==> src/hdl/mclm_pkg.sv <==
// Shared types, constants and helpers of the multi-channel line merger.
// Used by the controller, datapath and top level under hdl/; depends on nothing else.
package mclm_pkg;

	localparam int DEF_CHANNELS   = 4;
	localparam int DEF_RING_DEPTH = 64;

	// Fixed field widths
	localparam int CH_W     = 2;
	localparam int CH_MAX   = 4;
	localparam int BYTE_W   = 8;
	localparam int NAME_W   = 64;
	localparam int NAME_LEN = 8;
	localparam int CNT_W    = 4;
	localparam int CFG_IDX_W = 3;
	localparam int EN_W     = 4;

	// Character codes
	localparam logic [BYTE_W-1:0] CHAR_LF     = 8'd10;
	localparam logic [BYTE_W-1:0] CHAR_CR     = 8'd13;
	localparam logic [BYTE_W-1:0] CHAR_SPACE  = 8'h20;
	localparam logic [BYTE_W-1:0] CHAR_DOLLAR = 8'h24;

	typedef enum logic {
		OP_PUSH = 1'b0,
		OP_TICK = 1'b1
	} op_t;

	typedef enum logic [CFG_IDX_W-1:0] {
		REG_CHANNEL_ENABLE = 3'd0,
		REG_CHANNEL_NAME_0 = 3'd1,
		REG_CHANNEL_NAME_1 = 3'd2,
		REG_CHANNEL_NAME_2 = 3'd3,
		REG_CHANNEL_NAME_3 = 3'd4
	} reg_index_t;

	// Controller to datapath
	typedef struct packed {
		logic capture;
		logic push;
		logic lock;
		logic pop;
		logic load_char;
		logic shift;
	} ctrl_cmd_t;

	// Datapath to controller
	typedef struct packed {
		logic is_push;
		logic locked;
		logic found;
		logic name_empty;
		logic ring_nonempty;
		logic last;
	} dp_status_t;

	function automatic logic [BYTE_W-1:0] hex_digit(input logic [3:0] nib);
		logic [BYTE_W-1:0] r;
		if (nib < 4'd10)
			r = 8'h30 + {4'd0, nib};
		else
			r = 8'h37 + {4'd0, nib};
		return r;
	endfunction

	// Count of leading non-zero bytes, first char in the low byte.
	function automatic logic [CNT_W-1:0] name_length(input logic [NAME_W-1:0] nm);
		logic [CNT_W-1:0] len;
		len = CNT_W'(NAME_LEN);
		for (int i = NAME_LEN - 1; i >= 0; i--) begin
			if (nm[i*BYTE_W +: BYTE_W] == '0)
				len = CNT_W'(i);
		end
		return len;
	endfunction

endpackage

==> src/hdl/mclm_ram.sv <==
// Generic single-clock RAM, one write port and one read port, registered read.
// Standalone; no package needed.
module mclm_ram #(
	parameter int WIDTH = 8,
	parameter int DEPTH = 256
) (
	input  logic                     clk,
	input  logic                     wr_en,
	input  logic [$clog2(DEPTH)-1:0] wr_addr,
	input  logic [WIDTH-1:0]         wr_data,
	input  logic                     rd_en,
	input  logic [$clog2(DEPTH)-1:0] rd_addr,
	output logic [WIDTH-1:0]         rd_data
);

	logic [WIDTH-1:0] mem_q [DEPTH];

	always_ff @(posedge clk) begin
		if (wr_en)
			mem_q[wr_addr] <= wr_data;
		if (rd_en)
			rd_data <= mem_q[rd_addr];
	end

endmodule

==> src/hdl/mclm_ctrl.sv <==
// Sequencing state machine of the line merger: decode, ring read, result emission.
// Depends on mclm_pkg for the command and status structs.
module mclm_ctrl (
	input  logic                clk,
	input  logic                arst_n,
	input  logic                item_valid,
	output logic                item_stall,
	output logic                result_valid,
	input  logic                result_stall,
	input  mclm_pkg::dp_status_t status,
	output mclm_pkg::ctrl_cmd_t  cmd
);

	import mclm_pkg::*;

	typedef enum logic [3:0] {
		S_IDLE   = 4'b0001,
		S_DECODE = 4'b0010,
		S_READ   = 4'b0100,
		S_EMIT   = 4'b1000
	} state_t;

	state_t state_q, state_d;

	always_comb begin
		state_d      = state_q;
		cmd          = '0;
		item_stall   = 1'b1;
		result_valid = 1'b0;
		case (state_q)
			S_IDLE: begin
				item_stall = 1'b0;
				if (item_valid) begin
					cmd.capture = 1'b1;
					state_d     = S_DECODE;
				end
			end
			S_DECODE: begin
				state_d = S_IDLE;
				if (status.is_push) begin
					cmd.push = 1'b1;
				end else if (!status.locked) begin
					if (status.found) begin
						cmd.lock = 1'b1;
						if (!status.name_empty)
							state_d = S_EMIT;
					end
				end else if (status.ring_nonempty) begin
					cmd.pop = 1'b1;
					state_d = S_READ;
				end
			end
			S_READ: begin
				cmd.load_char = 1'b1;
				state_d       = S_EMIT;
			end
			S_EMIT: begin
				result_valid = 1'b1;
				if (!result_stall) begin
					cmd.shift = 1'b1;
					if (status.last)
						state_d = S_IDLE;
				end
			end
			default: state_d = S_IDLE;
		endcase
	end

	always_ff @(posedge clk or negedge arst_n) begin
		if (!arst_n)
			state_q <= S_IDLE;
		else
			state_q <= state_d;
	end

endmodule

==> src/hdl/mclm_dp.sv <==
// Datapath of the line merger: configuration, ring indexes, ring store, scan,
// escape encoding and the output character buffer. Uses mclm_pkg and mclm_ram.
module mclm_dp #(
	parameter int CHANNELS   = mclm_pkg::DEF_CHANNELS,
	parameter int RING_DEPTH = mclm_pkg::DEF_RING_DEPTH
) (
	input  logic                                 clk,
	input  logic                                 arst_n,
	input  mclm_pkg::ctrl_cmd_t                  cmd,
	output mclm_pkg::dp_status_t                 status,
	input  logic                                 cfg_we,
	input  logic [mclm_pkg::CFG_IDX_W-1:0]       cfg_index,
	input  logic [mclm_pkg::NAME_W-1:0]          cfg_data,
	input  logic                                 operation,
	input  logic [mclm_pkg::CH_W-1:0]            channel,
	input  logic [mclm_pkg::BYTE_W-1:0]          data_byte,
	output logic [mclm_pkg::BYTE_W-1:0]          out_byte,
	output logic [mclm_pkg::CH_W-1:0]            source_channel,
	output logic                                 last_of_run
);

	import mclm_pkg::*;

	localparam int IDX_W  = $clog2(RING_DEPTH);
	localparam int DEPTH  = CHANNELS * RING_DEPTH;
	localparam int ADDR_W = $clog2(DEPTH);
	localparam logic [IDX_W-1:0]  IDX_LAST  = IDX_W'(RING_DEPTH - 1);
	localparam logic [ADDR_W-1:0] STRIDE    = ADDR_W'(RING_DEPTH);
	localparam logic [CH_W:0]     CH_COUNT  = (CH_W+1)'(CHANNELS);

	// Configuration
	logic [EN_W-1:0]   enable_q;
	logic [NAME_W-1:0] name_q [CH_MAX];

	// Ring and merger state
	logic [IDX_W-1:0] wr_idx_q [CH_MAX];
	logic [IDX_W-1:0] rd_idx_q [CH_MAX];
	logic             locked_q;
	logic [CH_W-1:0]  ptr_q;

	// Captured item and output buffer
	op_t                   op_q;
	logic [CH_W-1:0]       ch_q;
	logic [BYTE_W-1:0]     byte_q;
	logic [NAME_W-1:0]     buf_q;
	logic [CNT_W-1:0]      cnt_q;
	logic [CH_W-1:0]       out_ch_q;

	logic [IDX_W-1:0]  wr_next, rd_next;
	logic              push_ok;
	logic              found;
	logic [CH_W-1:0]   found_ch;
	logic [CH_W-1:0]   ptr_next;
	logic [BYTE_W-1:0] ram_rdata;
	logic              pass_through;
	logic [NAME_W-1:0] esc_buf;

	function automatic logic [ADDR_W-1:0] addr_of(input logic [CH_W-1:0] ch,
		input logic [IDX_W-1:0] idx);
		return ADDR_W'(ch) * STRIDE + ADDR_W'(idx);
	endfunction

	assign wr_next  = (wr_idx_q[ch_q] == IDX_LAST) ? '0 : wr_idx_q[ch_q] + 1'b1;
	assign rd_next  = (rd_idx_q[ptr_q] == IDX_LAST) ? '0 : rd_idx_q[ptr_q] + 1'b1;
	assign ptr_next = (ptr_q == CH_W'(CHANNELS - 1)) ? '0 : ptr_q + 1'b1;
	assign push_ok  = ({1'b0, ch_q} < CH_COUNT) && enable_q[ch_q] &&
		(wr_next != rd_idx_q[ch_q]);

	// Round-robin scan from the pointer; lowest offset wins
	always_comb begin
		found    = 1'b0;
		found_ch = '0;
		for (int k = CHANNELS - 1; k >= 0; k--) begin
			logic [CH_W:0]   sum;
			logic [CH_W-1:0] cand;
			sum  = {1'b0, ptr_q} + (CH_W+1)'(k);
			cand = (sum >= CH_COUNT) ? CH_W'(sum - CH_COUNT) : sum[CH_W-1:0];
			if (enable_q[cand] && (rd_idx_q[cand] != wr_idx_q[cand])) begin
				found    = 1'b1;
				found_ch = cand;
			end
		end
	end

	mclm_ram #(
		.WIDTH (BYTE_W),
		.DEPTH (DEPTH)
	) u_ring (
		.clk     (clk),
		.wr_en   (cmd.push && push_ok),
		.wr_addr (addr_of(ch_q, wr_next)),
		.wr_data (byte_q),
		.rd_en   (cmd.pop),
		.rd_addr (addr_of(ptr_q, rd_next)),
		.rd_data (ram_rdata)
	);

	assign pass_through = (ram_rdata >= CHAR_SPACE) || (ram_rdata == CHAR_LF) ||
		(ram_rdata == CHAR_CR);
	assign esc_buf = {32'd0, CHAR_SPACE, hex_digit(ram_rdata[3:0]),
		hex_digit(ram_rdata[7:4]), CHAR_DOLLAR};

	always_ff @(posedge clk or negedge arst_n) begin
		if (!arst_n) begin
			enable_q <= '0;
			for (int i = 0; i < CH_MAX; i++) begin
				name_q[i]   <= '0;
				wr_idx_q[i] <= '0;
				rd_idx_q[i] <= '0;
			end
			locked_q <= 1'b0;
			ptr_q    <= '0;
		end else begin
			if (cfg_we) begin
				case (cfg_index)
					REG_CHANNEL_ENABLE: enable_q  <= cfg_data[EN_W-1:0];
					REG_CHANNEL_NAME_0: name_q[0] <= cfg_data;
					REG_CHANNEL_NAME_1: name_q[1] <= cfg_data;
					REG_CHANNEL_NAME_2: name_q[2] <= cfg_data;
					REG_CHANNEL_NAME_3: name_q[3] <= cfg_data;
					default: ;
				endcase
			end
			if (cmd.push && push_ok)
				wr_idx_q[ch_q] <= wr_next;
			if (cmd.lock) begin
				locked_q <= 1'b1;
				ptr_q    <= found_ch;
			end
			if (cmd.pop)
				rd_idx_q[ptr_q] <= rd_next;
			if (cmd.load_char && (ram_rdata == CHAR_LF)) begin
				locked_q <= 1'b0;
				ptr_q    <= ptr_next;
			end
		end
	end

	always_ff @(posedge clk) begin
		if (cmd.capture) begin
			op_q   <= op_t'(operation);
			ch_q   <= channel;
			byte_q <= data_byte;
		end
		if (cmd.lock) begin
			buf_q    <= name_q[found_ch];
			cnt_q    <= name_length(name_q[found_ch]);
			out_ch_q <= found_ch;
		end else if (cmd.load_char) begin
			buf_q    <= pass_through ? {56'd0, ram_rdata} : esc_buf;
			cnt_q    <= pass_through ? CNT_W'(1) : CNT_W'(4);
			out_ch_q <= ptr_q;
		end else if (cmd.shift) begin
			buf_q <= buf_q >> BYTE_W;
			cnt_q <= cnt_q - 1'b1;
		end
	end

	assign status.is_push       = (op_q == OP_PUSH);
	assign status.locked        = locked_q;
	assign status.found         = found;
	assign status.name_empty    = (name_length(name_q[found_ch]) == '0);
	assign status.ring_nonempty = (rd_idx_q[ptr_q] != wr_idx_q[ptr_q]);
	assign status.last          = (cnt_q == CNT_W'(1));

	assign out_byte       = buf_q[BYTE_W-1:0];
	assign source_channel = out_ch_q;
	assign last_of_run    = status.last;

endmodule

==> src/hdl/multi_channel_line_merger.sv <==
// Top level of the multi-channel line merger: controller plus datapath.
// Depends on mclm_pkg, mclm_ctrl, mclm_dp (and mclm_ram through mclm_dp).
//
//  port group   direction  handshake               payload
//  item         in         item_valid/item_stall   operation, channel, data_byte
//  result       out        result_valid/stall      out_byte, source_channel, last_of_run
//  cfg          in         cfg_valid/cfg_ready     cfg_index, cfg_data
//
// One item is in flight at a time. A push, or a tick that finds nothing to do, is
// captured, decoded and done; a tick that locks then emits the channel name; a tick
// that pops passes through a read state for the registered read of the ring store
// and then emits the byte, plain or as a four-character escape. Result stalls hold
// the emission. Reset is asynchronous and clears configuration, ring indexes and the
// lock; the ring store itself needs no clearing since only written slots are read.
module multi_channel_line_merger #(
	parameter int CHANNELS   = mclm_pkg::DEF_CHANNELS,
	parameter int RING_DEPTH = mclm_pkg::DEF_RING_DEPTH
) (
	input  logic                           clk,
	input  logic                           arst_n,
	// input transactions
	input  logic                           item_valid,
	output logic                           item_stall,
	input  logic                           operation,
	input  logic [mclm_pkg::CH_W-1:0]      channel,
	input  logic [mclm_pkg::BYTE_W-1:0]    data_byte,
	// result transactions
	output logic                           result_valid,
	input  logic                           result_stall,
	output logic [mclm_pkg::BYTE_W-1:0]    out_byte,
	output logic [mclm_pkg::CH_W-1:0]      source_channel,
	output logic                           last_of_run,
	// register writes
	input  logic                           cfg_valid,
	output logic                           cfg_ready,
	input  logic [mclm_pkg::CFG_IDX_W-1:0] cfg_index,
	input  logic [mclm_pkg::NAME_W-1:0]    cfg_data
);

	import mclm_pkg::*;

	ctrl_cmd_t  cmd;
	dp_status_t status;

	// Registers are plain flops; a write always completes in its cycle.
	assign cfg_ready = 1'b1;

	// Controller: hold the input while busy, advance through decode/read/emit.
	mclm_ctrl u_ctrl (
		.clk          (clk),
		.arst_n       (arst_n),
		.item_valid   (item_valid),
		.item_stall   (item_stall),
		.result_valid (result_valid),
		.result_stall (result_stall),
		.status       (status),
		.cmd          (cmd)
	);

	// Datapath: rings, scan, escape encoding and the output buffer.
	mclm_dp #(
		.CHANNELS   (CHANNELS),
		.RING_DEPTH (RING_DEPTH)
	) u_dp (
		.clk            (clk),
		.arst_n         (arst_n),
		.cmd            (cmd),
		.status         (status),
		.cfg_we         (cfg_valid && cfg_ready),
		.cfg_index      (cfg_index),
		.cfg_data       (cfg_data),
		.operation      (operation),
		.channel        (channel),
		.data_byte      (data_byte),
		.out_byte       (out_byte),
		.source_channel (source_channel),
		.last_of_run    (last_of_run)
	);

	// An accepted transaction is decoded first; no result shows in the next cycle.
	a_no_result_after_accept: assert property (@(posedge clk) disable iff (!arst_n)
		item_valid && !item_stall |=> !result_valid)
		else $error("result shown right after an input transaction");

	// No new input while results are still being delivered.
	a_stall_while_emitting: assert property (@(posedge clk) disable iff (!arst_n)
		result_valid |-> item_stall)
		else $error("input taken while results pending");

	// The run ends at the transaction marked last.
	a_run_ends_on_last: assert property (@(posedge clk) disable iff (!arst_n)
		result_valid && !result_stall && last_of_run |=> !result_valid)
		else $error("result shown after the last of a run");

	// Within a run the source channel holds.
	a_channel_steady: assert property (@(posedge clk) disable iff (!arst_n)
		result_valid && !result_stall && !last_of_run |=> $stable(source_channel))
		else $error("source channel changed within a run");

endmodule
==> config.mk <==
export PLATFORM = sky130hd
export DESIGN_NAME = multi_channel_line_merger
export DESIGN_NICKNAME = d
export VERILOG_FILES = /design/src/hdl/mclm_pkg.sv /design/src/hdl/mclm_ram.sv /design/src/hdl/mclm_ctrl.sv /design/src/hdl/mclm_dp.sv /design/src/hdl/multi_channel_line_merger.sv
export SDC_FILE = /design/constraint.sdc
export NUM_CORES = 2
export LEC_CHECK = 0
export BUFFER_PORTS_ARGS = -buffer_cell sky130_fd_sc_hd__buf_2
export CORE_ASPECT_RATIO = 0.5
export CORE_MARGIN = 2
export CORE_UTILIZATION = 40
export DETAILED_ROUTE_END_ITERATION = 7
export PLACE_DENSITY_LB_ADDON = 0.08
export SLEW_MARGIN = 10
export SYNTH_ARGS = -nofsm -noshare
export SYNTH_HDL_FRONTEND = slang
export SYNTH_SLANG_ARGS = --single-unit
==> constraint.sdc <==
create_clock -name clk -period 10.79 [get_ports clk]
set_clock_uncertainty 0.1 [all_clocks]
set_input_delay 2.158 -clock clk [delete_from_list [all_inputs] [get_ports clk]]
set_output_delay 2.158 -clock clk [all_outputs]
set_load 0.05 [all_outputs]
==> impl_summary.md <==
Timing
The number of pins with negative max-slew slack in the final report came to 0. The hold violation total from the final report is 0. The actual slew at the worst max-slew pin is 1.35 ns. Setup violations remaining at the end of the flow were counted as 0. Setup repair after global routing left no endpoint under its margin. Adding up every negative setup slack in the final design gives 0 ns. The highest achievable clock rate is 158 MHz. After layout, the minimum clock period comes to 6.32 ns. The worst relative slew slack is 0.0982.

Dividing the final minimum period by the clock period gives 0.585.

CTS
The root cell of the clock tree is clkbuf_16. Clock latency on the worst-skew pair, taken at its later pin, is 0.89 ns. The post-CTS clock slew at the launch and capture registers of the worst setup and hold paths is 0.06 ns. The total number of clock tree sinks is 2452. TritonCTS created 226 clock buffers. The depth of the CTS H-tree is 4. The TritonCTS clock tree is built. For this design, the CTS-stage hold fixing added 0 buffers. The post-CTS setup buffer count is 0. Once the clock tree was built, the resizer swapped 0 gates to a different size. The clock passes through at most 4 buffers.

Placement
The standard cell area after detailed placement is 103000 sq um. After legalization and detailed placement, the total HPWL measured 160000 um. The final weighted congestion in routability-driven placement is 0.816. The count of input and output buffers is 95.

Synth
Synthesis produced a netlist whose cell count is 4974. Dividing the synthesized area by the synthesized cell count gives 19.9 sq um. For this run, asynchronously set or reset flops after synthesis account for 0.128.

The area fraction of the dominant cell type after synthesis is 0.649. The number of library cell types mapped by synthesis is 83. The largest total area in the synthesized netlist belongs to edfxtp_1. The total of warnings raised by yosys is 0. The post-synthesis sequential area ratio is 0.728.

The number of nets in the synthesized netlist is 5069. The synthesized design contains 2452 register bits. The area of the mapped netlist is 98900 sq um. For this run, the leading register cell type out of synthesis is edfxtp_1. The count of flip-flops with a built-in enable after synthesis is 2137.

Yosys attributes the largest share of cell area to edfxtp_1 65%, mux4_2 15%, dfrtp_1 7.9%, mux2_2 3.8%, nor2_1 1.2%.

Layout
The layout has 20800 filler cells. The post-synthesis to final-layout area growth is 11.5%. The number of nets in the finished design is 5184.

0 antenna diodes ended up in the layout. The fraction of layout instances using a drive strength above 1 is 0.293. The cell area after layout is 110000 sq um.

Pwr
Of the total power, the share spent switching nets is 0.303. The power dissipated by switching net loads is 8100 uW. The static leakage power is 0.0359 uW.

The sequential cell fraction of total power is 0.422. Of the total power, combinational logic draws 0.280. The internal power is 18600 uW. The power density over the cells is 242 nW/um^2. The clock network fraction of total power is 0.298. IR analysis of the VDD net gives a maximum drop of 0.000311 V.

Worst setup path
The critical path data required time is 11.29 ns. The largest fanout on the critical path is 88. STA classifies the critical path endpoint as a flop.

The number of cells on the worst reg-to-reg path is 13. The data arrival time at the worst-slack endpoint is 6.82 ns. The launch instance of the worst register-to-register path is u_dp.ptr_q[0]. The setup slack of the most critical reg-to-reg path is 4.47 ns.

The worst setup path is launched from a flop. The critical path is of the flop to flop type. The endpoint identified for the worst register-to-register timing path is u_dp.u_ring.rd_data[6].

Route
The post-detailed-route via-to-cell ratio is 5.72. The routed wirelength normalized by instance count is 30.5 um. The total routed wirelength is 260000 um. The remaining design rule violation count is 0. The number of nets still failing antenna checks after routing is 0. The first TritonRoute pass finished after 5 iterations.

The DRC violation total after the first TritonRoute iteration is 5002. Across all layers, the routed design uses 48900 vias.

Run
The total of max-cap violations is 0.

Min path
The cell depth of the worst hold path is 1. The sink of the worst hold path is u_dp.name_q[72]. The tightest min-delay check is of the flop to flop type. The start point of the worst min-delay path is u_dp.name_q[72].

Die
The number of placement rows is 129. In this run the standard cell core region covers 247000 sq um. From bottom edge to top edge, the die measures 356 um. During I/O placement, the number of pins put on the boundary was 97. The initial utilization of the core area, before any placement, comes to 0.401.

The floorplan step set the die width to 707 um. The die outline area is 252000 sq um.

Global route
The wire length of the first global-routing pass is 375000 um. The number of global-route vias before repair came to 50500. Across every metal layer, demand over resource in global routing totals 0.206. The number of antenna violations at the first check in global routing is 12.

Summed over all layers, the global routing overflow is 0. The maximum number of pins on one net before global-route repair is 191.

Run status
The run finished with clean final reports.
-- cell type report --
class / instances / area [sq um] / share of cell area
Multi-Input combinational cell: 2202 / 25600 / 0.232
Inverter: 18 / 67.6 / 0.000613
Clock buffer: 293 / 6040 / 0.0548
Timing Repair Buffer: 189 / 1330 / 0.0120
Clock inverter: 109 / 1080 / 0.00980
Sequential cell: 2452 / 72100 / 0.653
Tap cell: 3275 / 4100 / 0.0372
-- synth_stat cells (all sizes together) (20+ instances only) --
cell type	n
a211oi	25
a21oi	31
buf	128
clkbuf	174
dfrtp	314
edfxtp	2137
mux2	333
mux2i	95
mux4	667
nand2	237
nand3	110
nand4	20
nor2	327
nor4	24
o21ai	117
xnor2	26
xor2	20
-- stage by stage --
stage                     total power (uW)  cells  hold WS, ns  setup WS [ns]  utilization
after floorplan                      16800   4974        0.371           2.95            -
after global placement               19000   8136        0.385           4.54        0.418
after detailed placement             19100   8136        0.393           4.49        0.418
after CTS                            27000   8538        0.408           4.51        0.447
after global routing                 27800   8538        0.413           4.05        0.447
final                                26700   8538        0.404           4.47        0.447
-- logic make-up after synthesis --
family          count (synthesis)  synth area share
flops                        2452             0.728
mux                          1095             0.199
simple gates                  799            0.0355
buf+inv                       320            0.0145
compound gates                249            0.0167
xor+xnor                       46           0.00407
fa+ha+maj                      12           0.00152
other cells                     1         0.0000379
-- critical path, cell delays in order, from the launching register on --
cell	delay, ns
dfrtp_2	0.34
buf_4	0.54
mux4_2	0.71
and2_1	0.23
a31oi_4	0.27
buf_12	0.43
buf_12	0.61
buf_4	0.60
mux4_2	0.57
mux4_2	0.50
nand2_1	0.14
nand3_1	0.13
nand4_1	0.43
o21ai_0	0.13
-- power by group through the flow --
| stage | Combinational [uW] | Sequential (uW) | Clock, uW |
|---|---|---|---|
| CTS | 7600 | 11300 | 8140 |
| detailed placement | 7580 | 11500 | 0 |
| global placement | 7520 | 11500 | 0 |
| global route | 8000 | 11300 | 8520 |
| finish | 7480 | 11300 | 7970 |
| floorplan | 5120 | 11700 | 0 |
-- worst max-delay path by stage --
stage | start | end | slack (ns) | cells past startpoint
6_report | u_dp.ptr_q[0] | u_dp.u_ring.rd_data[6] | 4.47 | 13
5_1_grt | u_dp.ptr_q[0] | u_dp.u_ring.rd_data[6] | 4.05 | 14
4_1_cts | u_dp.ptr_q[0] | u_dp.u_ring.rd_data[6] | 4.51 | 14
3_5_place_dp | u_dp.ptr_q[0] | u_dp.u_ring.rd_data[6] | 4.49 | 13
3_3_place_gp | u_dp.ptr_q[0] | u_dp.u_ring.rd_data[4] | 4.54 | 12
2_1_floorplan | u_ctrl.state_q[1] | u_dp.buf_q[0] | 2.95 | 3
-- state kept, by name, summed over array words and instances, names as in the netlist --
name and count:
u_dp.source_channel 2, u_dp.ch_q 2, u_dp.name_q 256, u_dp.cnt_q 4, u_dp.u_ring.mem_q 2048, u_dp.enable_q 4, u_ctrl.state_q 4, u_dp.byte_q 8
u_dp.wr_idx_q 24, u_dp.buf_q 64, u_dp.ptr_q 2, u_dp.op_q 1, u_dp.locked_q 1, u_dp.u_ring.rd_data 8, u_dp.rd_idx_q 24
-- metal layers --
metal	vias up	routed length [um]	track usage
li1	20500	-	-
met1	26700	119000	0.305
met2	1396	122000	0.325
met3	295	15600	0.0364
met4	2	4150	0.0361
met5	-	8	0
-- cells in the final DEF (no fill, tap or decap), types with 7 or more instances in the layout --
cell type	netlist	routed
edfxtp_1	2137	2137
mux4_2	666	666
mux2_2	332	332
nor2_1	325	322
dfrtp_1	314	313
nand2_1	236	228
clkbuf_16	0	228
o21ai_0	113	112
nand3_1	109	108
mux2i_1	95	95
buf_2	76	94
buf_4	20	83
clkbuf_1	174	56
clkinv_2	0	38
clkinv_1	0	37
a21oi_1	31	31
xnor2_1	26	25
a211oi_1	24	24
nor4_1	22	22
nand4_1	20	20
bufinv_16	0	20
xor2_1	20	19
inv_1	18	18
and2_1	14	14
nor3_1	13	12
and3_1	12	12
a32oi_1	11	11
ha_1	12	11
buf_12	0	11
or4_1	9	9
a31oi_1	10	9
clkbuf_8	0	9
nand2_2	0	8
or3_1	7	7
No activity file was read; power rests on OpenSTA's default activity.
